--- config.mk ---
export PLATFORM = sky130hd
export DESIGN_NAME = lidar_packet_deframer_core
export DESIGN_NICKNAME = d
export VERILOG_FILES = /design/src/sv/lpd_pkg.sv /design/src/sv/lpd_checksum.sv /design/src/sv/lidar_packet_deframer_core.sv
export SDC_FILE = /design/constraint.sdc
export NUM_CORES = 1
export LEC_CHECK = 0
export ABC_CLOCK_PERIOD_IN_PS = 9370
export BUFFER_PORTS_ARGS = -buffer_cell sky130_fd_sc_hd__clkbuf_2
export CORE_MARGIN = 5
export CORE_UTILIZATION = 40
export CTS_BUF_LIST = sky130_fd_sc_hd__clkbuf_8
export DETAILED_ROUTE_END_ITERATION = 8
export SLEW_MARGIN = 20
export SYNTH_ARGS = -nofsm -noshare
export SYNTH_HDL_FRONTEND = slang
export SYNTH_SLANG_ARGS = --single-unit
--- constraint.sdc ---
create_clock -name clk -period 9.37 [get_ports clk]
set_clock_uncertainty 0.15 [all_clocks]
set_input_delay 0.937 -clock clk [delete_from_list [all_inputs] [get_ports clk]]
set_output_delay 0.937 -clock clk [all_outputs]
set_load 0.01 [all_outputs]
--- src/sv/lpd_pkg.sv ---
// Package with constants and types of the lidar packet deframer.
package lpd_pkg;

	localparam int unsigned FRAME_LEN = 22;

	localparam logic [7:0] START_BYTE = 8'hFA;
	localparam logic [7:0] ANGLE_BASE = 8'hA0;
	localparam logic [14:0] CHK_MASK = 15'h7FFF;

	localparam logic [4:0] POS_CHK = 5'd20;
	localparam logic [4:0] POS_LAST = 5'(FRAME_LEN - 1);

	typedef logic [4:0] pos_t;

	typedef struct packed {
		logic clear;
		logic add;
		logic fold;
	} chk_ctl_t;

endpackage

--- src/sv/lpd_checksum.sv ---
// Running frame checksum: shift-and-add over little-endian words, then fold to 15 bits.
module lpd_checksum (
	input  logic             clk,
	input  logic             arst_n,
	input  lpd_pkg::chk_ctl_t ctl,
	input  logic [15:0]      word,
	output logic [14:0]      chk
);
	import lpd_pkg::*;

	logic [31:0] acc_q;
	logic [31:0] fold_sum;
	logic [14:0] chk_q;

	assign fold_sum = acc_q + (acc_q >> 15);

	always_ff @(posedge clk or negedge arst_n) begin
		if (!arst_n) begin
			acc_q <= '0;
		end else if (ctl.clear) begin
			acc_q <= '0;
		end else if (ctl.add) begin
			acc_q <= {acc_q[30:0], 1'b0} + {16'd0, word};
		end
	end

	always_ff @(posedge clk) begin
		if (ctl.fold) begin
			chk_q <= fold_sum[14:0] & CHK_MASK;
		end
	end

	assign chk = chk_q;

endmodule

--- src/sv/lidar_packet_deframer_core.sv ---
// Lidar packet deframer: takes one serial byte per cycle on the item channel and hunts
// for the start byte 0xFA, latching time_us there; the following 21 bytes complete a
// 22-byte frame with no resync inside it. The checksum accumulates one 16-bit word on
// every second byte and is folded when byte 20 arrives, so the match is decided as the
// last byte is taken, and a frame whose checksum matches shows its result on the result
// channel in the cycle right after its last byte; bad frames are dropped. Throughput is
// one byte per cycle; item_ready drops only while the frame waits for its last byte and
// the previous result is still held in the output register and not being taken.
module lidar_packet_deframer_core (
	input  logic        clk,
	input  logic        arst_n,
	input  logic        item_valid,
	output logic        item_ready,
	input  logic [7:0]  rx_byte,
	input  logic [31:0] time_us,
	output logic        result_valid,
	input  logic        result_ready,
	output logic [7:0]  angle_index,
	output logic [15:0] speed_raw,
	output logic [15:0] distance_0,
	output logic [15:0] signal_0,
	output logic [15:0] distance_1,
	output logic [15:0] signal_1,
	output logic [15:0] distance_2,
	output logic [15:0] signal_2,
	output logic [15:0] distance_3,
	output logic [15:0] signal_3,
	output logic [31:0] frame_time_us
);
	import lpd_pkg::*;

	pos_t        count_q;
	logic [7:0]  frame_q [1:19];
	logic [7:0]  low_q;
	logic [31:0] start_time_q;

	logic        accept;
	logic        is_start;
	logic        hunting;
	logic        at_last;
	logic        match;
	logic        done;
	chk_ctl_t    chk_ctl;
	logic [14:0] chk;

	logic        result_valid_q;
	logic [7:0]  angle_q;
	logic [15:0] speed_q;
	logic [15:0] dist0_q, dist1_q, dist2_q, dist3_q;
	logic [15:0] sig0_q, sig1_q, sig2_q, sig3_q;
	logic [31:0] frame_time_q;

	assign hunting  = (count_q == '0);
	assign at_last  = (count_q == POS_LAST);
	assign is_start = (rx_byte == START_BYTE);

	assign item_ready = !result_valid_q || result_ready || !at_last;
	assign accept     = item_valid && item_ready;

	assign chk_ctl.clear = accept && hunting && is_start;
	assign chk_ctl.add   = accept && count_q[0] && !at_last;
	assign chk_ctl.fold  = accept && (count_q == POS_CHK);

	lpd_checksum u_checksum (
		.clk   (clk),
		.arst_n(arst_n),
		.ctl   (chk_ctl),
		.word  ({rx_byte, low_q}),
		.chk   (chk)
	);

	assign match = ({rx_byte, low_q} == {1'b0, chk});
	assign done  = accept && at_last && match;

	// advance the frame position
	always_ff @(posedge clk or negedge arst_n) begin
		if (!arst_n) begin
			count_q <= '0;
		end else if (accept) begin
			if (hunting) begin
				if (is_start) begin
					count_q <= 5'd1;
				end
			end else if (at_last) begin
				count_q <= '0;
			end else begin
				count_q <= count_q + 5'd1;
			end
		end
	end

	always_ff @(posedge clk or negedge arst_n) begin
		if (!arst_n) begin
			start_time_q <= '0;
		end else if (accept && hunting && is_start) begin
			start_time_q <= time_us;
		end
	end

	// hold frame bytes and the low byte of the word in progress
	always_ff @(posedge clk) begin
		if (accept && !hunting && (count_q < POS_CHK)) begin
			frame_q[count_q] <= rx_byte;
		end
		if (accept && !count_q[0]) begin
			low_q <= rx_byte;
		end
	end

	always_ff @(posedge clk or negedge arst_n) begin
		if (!arst_n) begin
			result_valid_q <= 1'b0;
		end else if (done) begin
			result_valid_q <= 1'b1;
		end else if (result_ready) begin
			result_valid_q <= 1'b0;
		end
	end

	always_ff @(posedge clk) begin
		if (done) begin
			angle_q      <= frame_q[1] - ANGLE_BASE;
			speed_q      <= {frame_q[3], frame_q[2]};
			dist0_q      <= {frame_q[5], frame_q[4]};
			sig0_q       <= {frame_q[7], frame_q[6]};
			dist1_q      <= {frame_q[9], frame_q[8]};
			sig1_q       <= {frame_q[11], frame_q[10]};
			dist2_q      <= {frame_q[13], frame_q[12]};
			sig2_q       <= {frame_q[15], frame_q[14]};
			dist3_q      <= {frame_q[17], frame_q[16]};
			sig3_q       <= {frame_q[19], frame_q[18]};
			frame_time_q <= start_time_q;
		end
	end

	assign result_valid  = result_valid_q;
	assign angle_index   = angle_q;
	assign speed_raw     = speed_q;
	assign distance_0    = dist0_q;
	assign signal_0      = sig0_q;
	assign distance_1    = dist1_q;
	assign signal_1      = sig1_q;
	assign distance_2    = dist2_q;
	assign signal_2      = sig2_q;
	assign distance_3    = dist3_q;
	assign signal_3      = sig3_q;
	assign frame_time_us = frame_time_q;

endmodule

# Word level (Yosys, flattened, before mapping)
# Memories as Yosys holds them, arrays and structs flattened. A register that Yosys moved wholly into a read port is not among the register bits.
# Cells that the tools add are included.
dict set report word_totals {
  register_bits 131
  latch_bits 0
  ramBits 152
  rom_bits 0
  input_bits 44
  out_inout_bits 186
  word_cells 49
  memories 1
}
dict set report op_classes {
  addsub 4
  multipliers 0
  div_mod_pow 0
  order_cmp 1
  n_eq_ne 5
  shifts 0
  mux 9
  bitwise 0
  reduce_logical 21
}
# memory depth width read_ports rd_ports_with_merged_regs write_ports line
set mem_list {}
lappend mem_list {frame_q 19 8 19 18 1 lidar_packet_deframer_core.sv:33} ;# logic [7:0] frame_q [1:19];
# operator n
set op_table {}
lappend op_table {{2-to-1 mux 30 bit} 2}
lappend op_table {{adder 30 x 16 -> 30 bit} 1}
lappend op_table {{equality test 16 x 15 -> 1 bit} 1}
lappend op_table {{adder 15 bit} 1}
lappend op_table {{2-to-1 mux 5 bit} 3}
lappend op_table {{logical AND 1 bit} 11}
lappend op_table {{equality test 5 bit (second input constant)} 2}
lappend op_table {{equality test 8 bit (second input constant)} 1}
lappend op_table {{subtractor 8 bit (second input constant)} 1}
lappend op_table {{adder 5 x 1 -> 5 bit (second input constant)} 1}
lappend op_table {{zero test 5 bit} 1}
lappend op_table {{< comparator 5 bit (second input constant)} 1}
lappend op_table {{zero test 1 bit} 4}
lappend op_table {{2-to-1 mux 1 bit} 4}
lappend op_table {{nonzero test 2 bit} 2}
lappend op_table {{logical OR 1 bit} 2}
lappend op_table {{!= test 2 bit (second input constant)} 1}
lappend op_table {{AND reduction 2 bit} 1}

# Depth between registers and ports, before layout
# Gate-level depths: netlist of run 1.
dict set report depth {
  word_depth 8
  depth_mapped 9
  depth_no_buf 9
}

# Cells and area by module
# From an unflattened synthesis of run 1, not the netlist that was laid out.
dict set report hier_totals {
  hier_cells 910
  hier_area_um2 16106.7
}
# module instances cells_per_inst area_each_um2 seq_area_each_um2
set by_module_without_submodules {}
lappend by_module_without_submodules {lidar_packet_deframer_core 1 519 12458.2 11280.8}
lappend by_module_without_submodules {lpd_checksum 1 391 3648.5 1201.2}

# Worst setup path before layout of run 1
# Ideal clock, no wire load.
dict set report synth_path {
  path_kind {input port to flip-flop}
  from {in rx_byte[3]}
  to {reg angle_q[0] (netlist: angle_index[0]) (enable)}
  t_arrival_ps 9117
  t_required_ps 8489
  path_slack_ps -628
  stages 4
  n_path_buf 0
  cell_sequence {xor2_1 > nor4_1 > nand3_1 > nor2_1}
}
dict set report synth_via {
  elab_chain_len 2
}
# item line
set synth_lines {}
lappend synth_lines {{start: declaration} lidar_packet_deframer_core.sv:14} ;# input logic [7:0] rx_byte,
lappend synth_lines {{equality test 16 x 15 -> 1 bit} lidar_packet_deframer_core.sv:72} ;# assign match = ({rx_byte, low_q} == {1'b0, chk});
lappend synth_lines {{logical AND 1 bit} lidar_packet_deframer_core.sv:73} ;# assign done = accept && at_last && match;
lappend synth_lines {{via done} lidar_packet_deframer_core.sv:42} ;# logic done;
lappend synth_lines {{end signal: assignment} lidar_packet_deframer_core.sv:122} ;# angle_q <= frame_q[1] - ANGLE_BASE;
lappend synth_lines {{end: declaration} lidar_packet_deframer_core.sv:47} ;# logic [7:0] angle_q;
# The timed path passes the listed nets, and every way through them passes these cells.
# A chain may end at the register's enable or synchronous reset.

# Worst setup path after layout of run 1
dict set report layout_path {
  from {in rx_byte[0]}
  to {reg frame_time_q[20] (netlist: frame_time_us[20]) (enable)}
}
dict set report layout_via {
  elab_chain_len 2
}
# item line
set layout_lines {}
lappend layout_lines {{equality test 16 x 15 -> 1 bit} lidar_packet_deframer_core.sv:72}
lappend layout_lines {{logical AND 1 bit} lidar_packet_deframer_core.sv:73}
lappend layout_lines {{via done} lidar_packet_deframer_core.sv:42}
lappend layout_lines {{end signal: assignment} lidar_packet_deframer_core.sv:132} ;# frame_time_q <= start_time_q;
lappend layout_lines {{end: declaration} lidar_packet_deframer_core.sv:51} ;# logic [31:0] frame_time_q;
# The timed path passes the listed nets, and every way through them passes these cells.

==> impl_metrics.py, run 1 <==
metrics = {
    "yosys": {
        "synth-adder-area-share_pct": 2.98,
        "synth-edff-count": 359,
        "yosys.area_share.simple_pct": 8.60,
        "synth_compound_area_share_pct": 5.22,
        "netlist_area_um2": 15600,
        "synthFlopType": "edfxtp_1",
        "yosysSeqAreaShare_pct": 80.0,
        "synth-xor-area-share_pct": 2.24,
        "yosys_register_bits": 427,
        "yosys_warnings": 0,
        "mappedNetlistNets": 1022,
        "synth_cell_types": 60,
        "synthCells": 942,
        "synth_top_family_by_area": "simple AND/OR/NAND/NOR gates",
        "synth_async_sr_flop_share_pct": 15.9,
        "muxShareOfSynthArea_pct": 0.0641,
        "avgSynthCellArea_um2": 16.6,
    },
    "placed_design": {
        "io_buffers": 229,
        "place_congestion": 0.833,
        "place_ws_ns": 5.04,
        "placed_cell_area_um2": 17400,
        "hpwl_um": 21500,
    },
    "clocking": {
        "clock_tree.buffer_depth": 3,
        "cts_made_buffers": 70,
        "cts_hold_buf": 0,
        "clkSinkCount": 427,
        "cts_tree": "yes",
        "cts_resized": 0,
        "clk_latency_ns": 0.61,
        "clkTransAtPathRegs_ns": 0.06,
        "root_buffer": "clkbuf_8",
        "h-tree-depth": 3,
        "post-cts-setup-buffer-count": 0,
    },
    "power_and_ir_drop": {
        "swShare_pct": 29.8,
        "seqPwrFrac_pct": 49.1,
        "p_leak_nw": 7.33,
        "p_int_mw": 3.35,
        "clockPowerShare_pct": 30.0,
        "irDropWorstVdd_mv": 0.141,
        "power_density_nw_per_um2": 255,
        "p_switching_mw": 1.42,
        "power_frac_comb_pct": 20.9,
        "power_mw": 4.77,
    },
    "worst_setup_path": {
        "cp_max_fo": 75,
        "startpoint_type": "primary input",
        "crit_type": "primary input to flop",
        "crit_start": "rx_byte[0]",
        "cp.required_ns": 9.43,
        "crit_arrival_ns": 3.76,
        "end_kind": "flop",
        "regToRegStartpoint": "count_q[1]",
    },
    "die": {
        "coreArea_um2": 38600,
        "initial_utilization_pct": 40.4,
        "io_pins": 230,
        "die_x_um": 208,
        "rows": 72,
        "die-area_um2": 43100,
        "die_h_um": 208,
    },
    "grt": {
        "grt_first_pass_wirelength_um": 52100,
        "grt_pass1_vias": 9000,
        "grt_util_all_layers_pct": 15.4,
        "antenna_found_initial": 0,
        "grt_max_degree": 80,
        "overflow": 0,
    },
    "drt": {
        "vias": 8765,
        "post-route-drc-count": 0,
        "drt-initial-drc-count": 447,
        "wl_per_cell_um": 18.5,
        "ant_nets": 0,
        "vias_per_cell": 4.85,
        "wl_um": 33500,
        "firstDrtPassIters": 5,
    },
    "finish": {
        "area_growth_pct": 19.7,
        "final_common_cell": "edfxtp_1",
        "post-route-util_pct": 48.3,
        "fin_nets": 1316,
        "drive_above_1_share_pct": 26.7,
        "final_cell_mix": "edfxtp_1 (359), clkbuf_2 (228), nand2_1 (126), clkbuf_8 (73), dfrtp_1 (68)",
        "diodes": 0,
        "design_area_um2": 18700,
    },
    "timing": {
        "slew_headroom_pct": 34.6,
        "fmax_ghz": 0.270,
        "grt_setup_unrepaired": "false",
        "finalSetupTns_ns": 0,
        "setup_ws_ns": 5.67,
        "slew_violations": 0,
        "post-route-period-util_pct": 39.5,
        "setup_viol_count_final": 0,
        "timing_hold_violations_final": 0,
        "worst_pin_slew_ns": 0.981,
        "period_minus_slack_ns": 3.70,
    },
    "hold_path": {
        "hold_class": "flop to flop",
        "worstHoldStart": "frame_q[10][6]",
    },
    "run_status": {
        "outcome": "completed",
    },
    "flow_run": {
        "drv_cap": 0,
    },
}
metal layers:
layer  vias to the layer above  global-route usage (%)  wire length, um
li1                       4149                       -                -
met1                      4291                    20.9            15000
met2                       287                    24.4            15800
met3                        38                    4.43             2180
met4                         0                    4.35              532
met5                         -                       0                0
stage by stage:
step	instances	hold WS, ns
2_1_floorplan	942	0.250
3_3_place_gp	1682	0.251
3_5_place_dp	1682	0.255
4_1_cts	1809	0.251
5_1_grt	1809	0.266
6_report	1809	0.251
power groups by stage:
stage | sequential, mW | clock [mW] | combinational (mW)
2_1_floorplan | 2.32 | 0 | 0.748
3_3_place_gp | 2.38 | 0 | 0.975
3_5_place_dp | 2.38 | 0 | 0.990
4_1_cts | 2.34 | 1.48 | 0.995
5_1_grt | 2.36 | 1.57 | 1.12
6_report | 2.34 | 1.43 | 0.997
worst max-delay path, stage by stage:
cell and delay, ns:
clkbuf_2 0.38, xor2_1 0.29, nor4_1 0.26, nand3_1 0.19, nor2_4 0.74, buf_4 0.84
state kept, by name, indices dropped and copies added, names as in the netlist:
signal,flops
angle_index,8
count_q,5
distance_0,16
distance_1,16
distance_2,16
distance_3,16
frame_q,152
frame_time_us,32
low_q,8
result_valid,1
signal_0,16
signal_1,16
signal_2,16
signal_3,16
speed_raw,16
start_time_q,32
u_checksum.acc_q,30
u_checksum.chk,15
cell families after synthesis:
family / after synthesis
AND/OR/NAND/NOR: 274
adder cells (fa/ha/maj): 36
flip-flops: 427
buffers and inverters: 36
XOR/XNOR: 40
multiplexers: 1
AO/OA/AOI/OAI: 128
final cells by class:
type / count / area [um^2]
flip-flops and latches: 427 / 12500
clock buffers: 73 / 1000
well taps: 518 / 648
fillers: 3306 / 20000
inverters: 14 / 52.6
clock inverters: 54 / 239
multi-input cells: 479 / 3000
repair buffers: 244 / 1260
synth_stat cells (all sizes together), types with 6 or more instances:
| master | n | area share [%] |
|---|---|---|
| a211oi | 10 | 0.48 |
| a21o | 7 | 0.34 |
| a21oi | 38 | 1.2 |
| and2 | 20 | 0.80 |
| and3 | 11 | 0.47 |
| buf | 8 | 0.22 |
| clkbuf | 14 | 0.34 |
| dfrtp | 68 | 11 |
| edfxtp | 359 | 69 |
| ha | 34 | 2.7 |
| inv | 14 | 0.34 |
| nand2 | 127 | 3.1 |
| nand2b | 7 | 0.28 |
| nand3 | 27 | 0.87 |
| nand4 | 9 | 0.36 |
| nor2 | 30 | 0.74 |
| nor3 | 7 | 0.22 |
| nor4 | 8 | 0.42 |
| o211ai | 6 | 0.29 |
| o21ai | 35 | 1.1 |
| xnor2 | 18 | 1.0 |
| xor2 | 22 | 1.2 |
final timing paths:
kind                                      to  slack (ns)  depth (start not counted)
hold reg to reg                  signal_1[6]        0.25                          0
hold / removal                   signal_1[6]        0.25                          0
setup reg to reg           frame_time_us[20]        5.72                          6
min in group asynchronous   start_time_q[24]        0.44                          2
setup / recovery           frame_time_us[20]        5.67                          6
max in group asynchronous       result_valid        7.99                          2
Power figures use the tool's default switching activity.
==> run 2: changes to the inputs <==
--- a/config.mk
+++ b/config.mk
@@ -5,7 +5,7 @@
 export SDC_FILE = /design/constraint.sdc
 export NUM_CORES = 1
 export LEC_CHECK = 0
-export ABC_CLOCK_PERIOD_IN_PS = 9370
+export ABC_CLOCK_PERIOD_IN_PS = 3490
 export BUFFER_PORTS_ARGS = -buffer_cell sky130_fd_sc_hd__clkbuf_2
 export CORE_MARGIN = 5
 export CORE_UTILIZATION = 40
==> constraint.sdc (replaced) <==
create_clock -name clk -period 3.49 [get_ports clk]
set_clock_uncertainty 0.15 [all_clocks]
set_input_delay 0.349 -clock clk [delete_from_list [all_inputs] [get_ports clk]]
set_output_delay 0.349 -clock clk [all_outputs]
set_load 0.01 [all_outputs]
==> run 2 against run 1 <==
Critical path depth up 2. Clock power rose to 2.6 times the previous value. Cell count up 2.2%. Wire length grew 5.0%. Global-route usage is 0.93 points higher. First-iteration DRC count is 55% higher. Clock-buffer cell count down 1. Worst setup slack got worse by 5.1 ns. Total power rose to 2.7 times the previous value. Worst hold slack worse by 0.15 ns. Register-to-register slack worse by 5.1 ns. Highest routed layer unchanged.
==> impl_metrics.py, run 2 (same netlist as run 1, synthesis figures left out) <==
metrics = {
    "power_and_ir_drop": {
        "clockPowerShare_pct": 29.5,
        "power_density_nw_per_um2": 667,
        "p_leak_nw": 7.51,
        "p_switching_mw": 3.78,
        "swShare_pct": 29.7,
        "seqPwrFrac_pct": 49.5,
        "power_mw": 12.8,
        "power_frac_comb_pct": 21.0,
        "p_int_mw": 8.97,
        "irDropWorstVdd_mv": 0.292,
    },
    "timing": {
        "post-route-period-util_pct": 82.4,
        "period_minus_slack_ns": 2.88,
        "slew_violations": 0,
        "worst_pin_slew_ns": 0.791,
        "slew_headroom_pct": 46.7,
        "setup_ws_ns": 0.613,
        "grt_setup_unrepaired": "false",
        "timing_hold_violations_final": 0,
        "finalSetupTns_ns": 0,
        "setup_viol_count_final": 0,
        "fmax_ghz": 0.348,
    },
    "drt": {
        "firstDrtPassIters": 4,
        "post-route-drc-count": 0,
        "vias_per_cell": 4.89,
        "vias": 9047,
        "ant_nets": 0,
        "wl_per_cell_um": 19.0,
        "met3WireLength_um": 2370,
        "dr_wl_met2_um": 16400,
        "top_layer": "met4",
        "wl_met1_um": 15400,
        "wl_um": 35100,
        "drt-initial-drc-count": 694,
    },
    "die": {
        "die_x_um": 208,
        "die-area_um2": 43100,
        "die_h_um": 208,
        "rows": 72,
        "coreArea_um2": 38600,
        "io_pins": 230,
        "initial_utilization_pct": 40.4,
    },
    "placed_design": {
        "place_congestion": 0.862,
        "dp.cells": 1692,
        "io_buffers": 229,
        "place_ws_ns": 0.596,
        "hpwl_um": 23700,
    },
    "worst_setup_path": {
        "cp.required_ns": 3.68,
        "max_stage_delay_ns": 0.47,
        "crit_cells": 8,
        "startpoint_type": "flop",
        "path_cells": "ha_1, fa_1, a211o_1, a21oi_1, o21ai_0, a2111oi_0, o21bai_1, xnor2_1",
        "crit_arrival_ns": 3.07,
        "critPathTopFamily": "compound AO/OA/AOI/OAI gates",
        "cp_max_fo": 7,
        "crit_path_top_delay_cell": "dfrtp_1",
        "crit_buf_inv": 0,
        "rr_worst_depth": 8,
        "crit_type": "flop to flop",
        "end_kind": "flop",
    },
    "finish": {
        "largest_register_ffs": 152,
        "final_common_cell": "edfxtp_1",
        "instances_no_fill": 1849,
        "area_growth_pct": 22.5,
        "final_cell_mix": "edfxtp_1 (359), clkbuf_2 (228), nand2_1 (126), clkbuf_8 (72), dfrtp_1 (68)",
        "top_register": "frame_q",
        "diodes": 0,
        "drive_above_1_share_pct": 26.7,
        "fillers": 3239,
        "post-route-util_pct": 49.5,
        "fin_nets": 1362,
    },
    "clocking": {
        "root_buffer": "clkbuf_8",
        "clock_tree.buffer_depth": 3,
        "clkTransAtPathRegs_ns": 0.06,
        "cts_made_buffers": 68,
        "clk_latency_ns": 0.59,
        "h-tree-depth": 3,
        "cts_tree": "yes",
        "clkSinkCount": 427,
    },
    "hold_path": {
        "min_delay_path_depth": 2,
        "hold_class": "primary input to flop",
    },
    "grt": {
        "grt_first_pass_wirelength_um": 55000,
        "antenna_found_initial": 0,
        "grt_max_degree": 79,
        "grt_pass1_vias": 9231,
        "overflow": 0,
        "grt_util_all_layers_pct": 16.3,
    },
    "flow_run": {
        "drv_cap": 0,
    },
    "run_status": {
        "outcome": "completed",
    },
}
==> run 2: cell types whose count changed in the layout (fill, tap and decap cells not counted), sizes merged <==
cell         before  now
dlygate4sd3       0   38
buf              16   26
clkinv           17   12
inv              50   46
clkinvlp          1    3
clkbuf          301  300
==> run 2: timing repair <==
| item | 4_1_cts | 5_1_grt |
|---|---|---|
| setup endpoints to repair | 0 | 0 |
| hold endpoints to repair | 70 | 3 |
| gates resized for setup | 0 | 0 |
| hold buffers | 37 | 1 |
| buffers inserted | 0 | 0 |
==> run 2: per-layer routing <==
| metal | vias up | track usage [%] |
|---|---|---|
| li1 | 4224 | - |
| met1 | 4429 | 22.5 |
| met2 | 340 | 25.6 |
| met3 | 54 | 4.08 |
| met4 | 0 | 5.47 |
| met5 | - | 0 |
==> run 2: through the flow <==
| step | hold slack, ns | cell area (um^2) |
|---|---|---|
| 2_1_floorplan | -0.0966 | 15600 |
| 3_3_place_gp | 0.251 | 17500 |
| 3_5_place_dp | 0.255 | 17500 |
| 4_1_cts | 0.00360 | 19100 |
| 5_1_grt | 0.0505 | 19100 |
| 6_report | 0.0966 | 19100 |
==> run 2: final timing paths <==
| kind | startpoint | endpoint | slack (ns) |
|---|---|---|---|
| worst max-delay path | u_checksum.acc_q[15] | u_checksum.chk[12] | 0.61 |
| worst min-delay path | rx_byte[0] | low_q[0] | 0.1 |
| worst max register to register | u_checksum.acc_q[15] | u_checksum.chk[12] | 0.61 |
| worst min register to register | frame_q[10][5] | signal_1[5] | 0.25 |
| max in group asynchronous | arst_n | u_checksum.acc_q[9] | 2.17 |
| min in group asynchronous | arst_n | start_time_q[28] | 0.22 |
==> run 2: area by class of cell <==
cell class,instances,area [um^2],area share (%)
tap,518,648,3.39
clock inverter,47,209,1.09
multi-input combinational,479,3000,15.7
sequential,427,12500,65.3
inverter,14,52.6,0.275
clock buffer,72,991,5.18
timing repair buffer,292,1740,9.10
==> run 2: power by group through the flow <==
stage          Combinational [mW]  Clock, mW  Sequential [mW]
2_1_floorplan                2.01          0             6.24
3_3_place_gp                 2.59          0             6.40
3_5_place_dp                 2.64          0             6.40
4_1_cts                      2.69       3.90             6.31
5_1_grt                      3.03       4.15             6.35
6_report                     2.68       3.76             6.31
==> run 2: worst reg2reg max path, delay by kind of cell, from the launching register on <==
family	cells	cell delay [ns]
xor gates and xnor gates	1	0.14
AOI/OAI and AO/OA	5	1.18
DFF	1	0.47
adders and majority gates	2	0.69
